`config.mk`:
```
export PLATFORM = sky130hd
export DESIGN_NAME = cvn_control
export DESIGN_NICKNAME = d
export VERILOG_FILES = /design/src/rtl/core/cvn_pkg.sv /design/src/rtl/core/cvn_control.sv
export SDC_FILE = /design/constraint.sdc
export NUM_CORES = 1
export LEC_CHECK = 0
export BUFFER_PORTS_ARGS = -buffer_cell sky130_fd_sc_hd__buf_2
export CAP_MARGIN = 20
export CORE_ASPECT_RATIO = 0.6
export CORE_MARGIN = 3
export CORE_UTILIZATION = 50
export DETAILED_ROUTE_END_ITERATION = 6
export GPL_TIMING_DRIVEN = 0
export PLACE_DENSITY = 0.74
export SETUP_SLACK_MARGIN = 0.05
export SLEW_MARGIN = 20
export SYNTH_ARGS = -nofsm -noshare
export SYNTH_HDL_FRONTEND = slang
export SYNTH_SLANG_ARGS = --single-unit
```
`constraint.sdc`:
```
create_clock -name clock -period 4 [get_ports clock]
set_input_delay 0.8 -clock clock [delete_from_list [all_inputs] [get_ports clock]]
set_output_delay 0.8 -clock clock [all_outputs]
set_load 0.1 [all_outputs]
```
`src/rtl/core/cvn_pkg.sv`:
```
`default_nettype none
package cvn_pkg;

   localparam int MaxLenDefault = 64;
   localparam int ElemWidth     = 24;
   localparam int SumWidth      = 55;
   localparam int QuotWidth     = 23;

   typedef struct packed {
      logic signed [ElemWidth-1:0] elem_re;
      logic signed [ElemWidth-1:0] elem_im;
      logic                        is_last;
   } req_word_type;

   typedef struct packed {
      logic signed [ElemWidth-1:0] norm_re;
      logic signed [ElemWidth-1:0] norm_im;
      logic                        end_of_run;
      logic                        status;
   } rsp_word_type;

   typedef struct packed {
      logic load;
      logic clear;
      logic start;
      logic sel_im;
   } cvn_cmd_type;

   typedef struct packed {
      logic busy;
      logic sum_zero;
   } cvn_status_type;

endpackage
`default_nettype wire

```
`src/rtl/core/cvn_control.sv`:
```
`default_nettype none
module cvn_control
   import cvn_pkg::*;
#(
   parameter int MaxLen = MaxLenDefault
) (
   input  wire logic                      clock,
   input  wire logic                      reset,
   input  wire logic                      req_valid,
   input  wire logic                      req_last,
   output logic                           req_stall,
   output logic                           rsp_valid,
   input  wire logic                      rsp_stall,
   output logic                           rsp_end,
   output logic                           rsp_err,
   input  wire cvn_status_type            stat,
   output cvn_cmd_type                    cmd,
   output logic [$clog2(MaxLen)-1:0]      wr_addr,
   output logic [$clog2(MaxLen)-1:0]      rd_addr
);
   localparam int AW = $clog2(MaxLen);
   typedef enum logic [2:0] {C_LOAD, C_CHECK, C_READ, C_START, C_WAIT, C_OUT} c_state_type;

   c_state_type state_ff;
   logic [AW:0] cnt_ff, idx_ff;
   logic        acc;

   assign req_stall = (state_ff != C_LOAD);
   assign acc       = req_valid && (state_ff == C_LOAD);
   assign wr_addr   = cnt_ff[AW-1:0];
   assign rd_addr   = idx_ff[AW-1:0];

   always_comb begin
      cmd        = '0;
      cmd.load   = acc && (cnt_ff < (AW+1)'(MaxLen));
      cmd.start  = (state_ff == C_START);
      cmd.clear  = (state_ff == C_CHECK && stat.sum_zero) ||
                   (state_ff == C_OUT && !rsp_stall && rsp_end);
      cmd.sel_im = (state_ff == C_READ);
   end

   always_ff @(posedge clock) begin
      if (reset) begin
         state_ff  <= C_LOAD;
         cnt_ff    <= '0;
         idx_ff    <= '0;
         rsp_valid <= 1'b0;
         rsp_end   <= 1'b0;
         rsp_err   <= 1'b0;
      end else begin
         case (state_ff)
            C_LOAD: if (acc) begin
               if (cmd.load) cnt_ff <= cnt_ff + 1'b1;
               if (req_last) state_ff <= C_CHECK;
            end
            C_CHECK: begin
               idx_ff <= '0;
               if (stat.sum_zero) begin
                  rsp_valid <= 1'b1; rsp_end <= 1'b1; rsp_err <= 1'b1;
                  state_ff  <= C_OUT;
               end else state_ff <= C_READ;
            end
            C_READ:  state_ff <= C_START;
            C_START: state_ff <= C_WAIT;
            C_WAIT: if (!stat.busy) begin
               rsp_valid <= 1'b1; rsp_err <= 1'b0;
               rsp_end   <= (idx_ff + 1'b1 == cnt_ff);
               state_ff  <= C_OUT;
            end
            C_OUT: if (!rsp_stall) begin
               rsp_valid <= 1'b0;
               if (rsp_end) begin
                  cnt_ff <= '0; state_ff <= C_LOAD;
               end else begin
                  idx_ff <= idx_ff + 1'b1; state_ff <= C_READ;
               end
            end
            default: state_ff <= C_LOAD;
         endcase
      end
   end

   a_stall_in_out: assert property (@(posedge clock) disable iff (reset)
      rsp_valid |-> req_stall) else $error("input taken during output");
   a_cnt_bound: assert property (@(posedge clock) disable iff (reset)
      cnt_ff <= (AW+1)'(MaxLen)) else $error("count overflow");
   a_err_end: assert property (@(posedge clock) disable iff (reset)
      (rsp_valid && rsp_err) |-> rsp_end) else $error("error word not final");
endmodule
`default_nettype wire

```
==> impl_metrics.json <==
{
  "report.final.slew_viol_count": 0,
  "fin_nets": 200,
  "wl_per_cell_um": 14.5,
  "dieArea_um2": 3290,
  "synth-seq-cells": 20,
  "grt_util_met1_pct": 28.9,
  "worstPathBufferInverterCount": 3,
  "vias": 1260,
  "numCtsBuffers": 3,
  "endpoint_kind": "primary output",
  "min_period_over_period_pct": 71.4,
  "r2r_slack_ps": 2050,
  "tritoncts": "yes",
  "port_buffers": 26,
  "relSlewSlack_pct": 67.5,
  "rsz0062_at_grt": "no",
  "clock-sinks": 20,
  "start_util_pct": 56.3,
  "grt-busiest-layer": "met2",
  "grt_util_all_layers_pct": 21.2,
  "hold_viol_final": 0,
  "arrival_ps": 2060,
  "cts-root-buf": "clkbuf_8",
  "synth_top_family_by_area": "simple AND/OR/NAND/NOR gates",
  "grt_max_degree": 12,
  "synth_top_area_share_pct": 30.6,
  "cpMostUsedCell": "buf_2",
  "hold_path_class": "flip-flop to flip-flop",
  "clk_pin_slew_worst_paths_ps": 80,
  "fp.dieW_um": 72.1,
  "via_per_inst": 5.73,
  "setup_slack_ps": 1140,
  "synth_compound_area_share_pct": 22.7,
  "holdBufCountCts": 0,
  "power_frac_comb_pct": 58.3,
  "fin_tns_setup_ps": 0,
  "cts-resized-gates": 0,
  "ant_nets": 0,
  "cts_buffer_depth": 2,
  "skew_ps": 6.00,
  "multi_input_area_um2": 776,
  "swShare_pct": 55.6,
  "use_met3_pct": 5.73,
  "synth_fp_nets": 169,
  "cp.depth": 5,
  "path_cells": "buf_2 -> nor3_1 -> inv_1 -> nor3b_2 -> buf_2",
  "clock.fmax_mhz": 350,
  "synth_edf_count": 0,
  "synthSimpleGateAreaFrac_pct": 25.4,
  "crit_fanout": 10,
  "ios": 27,
  "power_density_nw_per_um2": 669,
  "regArea_um2": 400,
  "crit_slowest_cell": "buf_2",
  "post_cts_buffers": 0,
  "synth_fa_ha_area_share_pct": 1.91,
  "synth_area_leader_cell": "dfxtp_1",
  "dp_slack_ps": 1450,
  "synth_area_um2": 1310,
  "core_um2": 2330,
  "drive_gt1_share_pct": 27.9,
  "grt_antenna_before_repair": 0,
  "critPathRequiredTime_ps": 3200,
  "worst_setup_path_start_kind": "flip-flop",
  "met2_usage_pct": 32.5,
  "min_path_cells": 1,
  "pwr-share-seq_pct": 26.6,
  "synth.yosys.seq_area_share_pct": 30.6,
  "clkLatencyLatePin_ps": 260,
  "syn_to_final_growth_pct": 17.4,
  "synthFlopType": "dfxtp_1",
  "drc": 0,
  "status": "finished clean",
  "cp_top_family": "buffers and inverters",
  "min_to": "rsp_err",
  "syn_inst": 160,
  "dp_hpwl_um": 2470,
  "ys_warn_count": 0,
  "synthDistinctLibCells": 43,
  "p_leak_nw": 0.654,
  "min_period_ps": 2860,
  "reg2reg_from": "idx_ff[0]",
  "tightest_slew_ps": 488,
  "synthMuxAreaShare_pct": 0.860,
  "max_stage_delay_ps": 480,
  "fill_cells": 208,
  "antennaDiodeCount": 0,
  "p_sw_mw": 0.571,
  "p_int_mw": 0.457,
  "finalSetupViolations": 0,
  "reg2reg_to": "rsp_end",
  "drtIter0Drc": 124,
  "clkPwrFrac_pct": 15.0,
  "grt_pass1_wl_um": 5340,
  "hold_start": "rsp_err",
  "r2r_cells": 5,
  "async_flop_share_pct": 0,
  "die_h_um": 45.6,
  "gp_congestion": 0.846,
  "dr.pass1.iters": 4,
  "yosys-top-cells-area": "dfxtp_1 (31%), buf_4 (7.5%), xnor2_1 (5.4%)",
  "cts_max_level": 1,
  "ir_drop_mv": 0.523,
  "gr-total-overflow": 0,
  "synth.avg_cell_area_um2": 8.18,
  "routed_wl_um": 3190,
  "worstSetupPathType": "flip-flop to primary output",
  "fp-row-count": 13,
  "cap_violations": 0,
  "synth_xor_area_share_pct": 8.03,
  "grt_pass1_vias": 1124
}
worst reg2reg max path, stage by stage (launching register included):
cell,delay [ps]
dfxtp_1,440
ha_1,290
xnor2_1,150
nand3_1,90
or4b_1,530
o41ai_1,360
flip-flops by register name, summed over array words and instances (netlist names):
signal	flops
rsp_err	1
cnt_ff	7
rsp_end	1
state_ff	3
idx_ff	7
rsp_valid	1
layout by cell type, fill, tap and decap left out, drive strengths merged, types with 3 or more instances in the layout:
cell type / Yosys / routed
a211oi: 4 / 4
xor2: 4 / 4
nand2b: 6 / 6
nor2: 13 / 13
nand3b: 5 / 5
nor3: 8 / 8
buf: 15 / 41
o21ai: 12 / 12
xnor2: 8 / 8
a21oi: 13 / 13
dfxtp: 20 / 20
inv: 3 / 3
nand3: 6 / 6
clkbuf: 5 / 9
nand2: 4 / 4
a21o: 3 / 3
metrics by stage:
stage                     hold slack (ps)  util [%]  instance area, um2  total power [mW]  cells
after floorplan                       470         -                1310             0.769    160
after global placement                444      63.7                1480             0.860    216
after detailed placement              453      63.7                1480             0.872    216
after CTS                             472      66.1                1540              1.03    220
after global routing                  509      66.1                1540              1.09    220
final                                 466      66.1                1540              1.03    220
cell type report:
cell class	instances	area share [%]
plain buffers	20	8.22
clock buffers	4	3.58
inverters	3	0.733
multi-input cells	117	50.5
flip-flops and latches	20	26.1
well taps	30	2.44
repair buffers	26	8.47
logic make-up after synthesis:
group | after synthesis
muxes | 1
and+or+nand+nor | 57
DFF | 20
AOI/OAI and AO/OA | 45
adders and majority gates | 2
xor gates and xnor gates | 12
buffers and inverters | 23
how the worst max path moves through the flow:
stage / slack, ps / start / end
floorplan: 290 / rsp_end / cmd[2]
global placement: 1500 / state_ff[0] / cmd[3]
detailed placement: 1450 / state_ff[0] / cmd[3]
CTS: 1150 / state_ff[0] / cmd[3]
global route: 1010 / state_ff[0] / cmd[3]
finish: 1140 / state_ff[0] / cmd[3]
layer usage:
layer  wire, um  up-vias
met5          0        -
met4         65        0
met3        283       11
met2       1310       59
met1       1520      563
li1           -      627
power by group through the flow:
stage               clock network, mW  registers [mW]  logic (mW)
global route                    0.166           0.279       0.641
global placement                    0           0.275       0.585
finish                          0.154           0.274       0.600
CTS                             0.162           0.272       0.597
detailed placement                  0           0.277       0.595
floorplan                           0           0.340       0.428
Yosys cell counts, types with 3 or more instances:
master     n
xnor2_1    8
nor2_1    13
o21ai_0   12
a21oi_1   13
nor3_1     8
clkbuf_1   5
nand3_1    6
nand2_1    4
buf_4     13
xor2_1     4
a211oi_1   3
nand2b_1   6
a21o_1     3
nand3b_1   5
dfxtp_1   20
inv_1      3
Note: power is estimated with default switching activity, not from simulation.
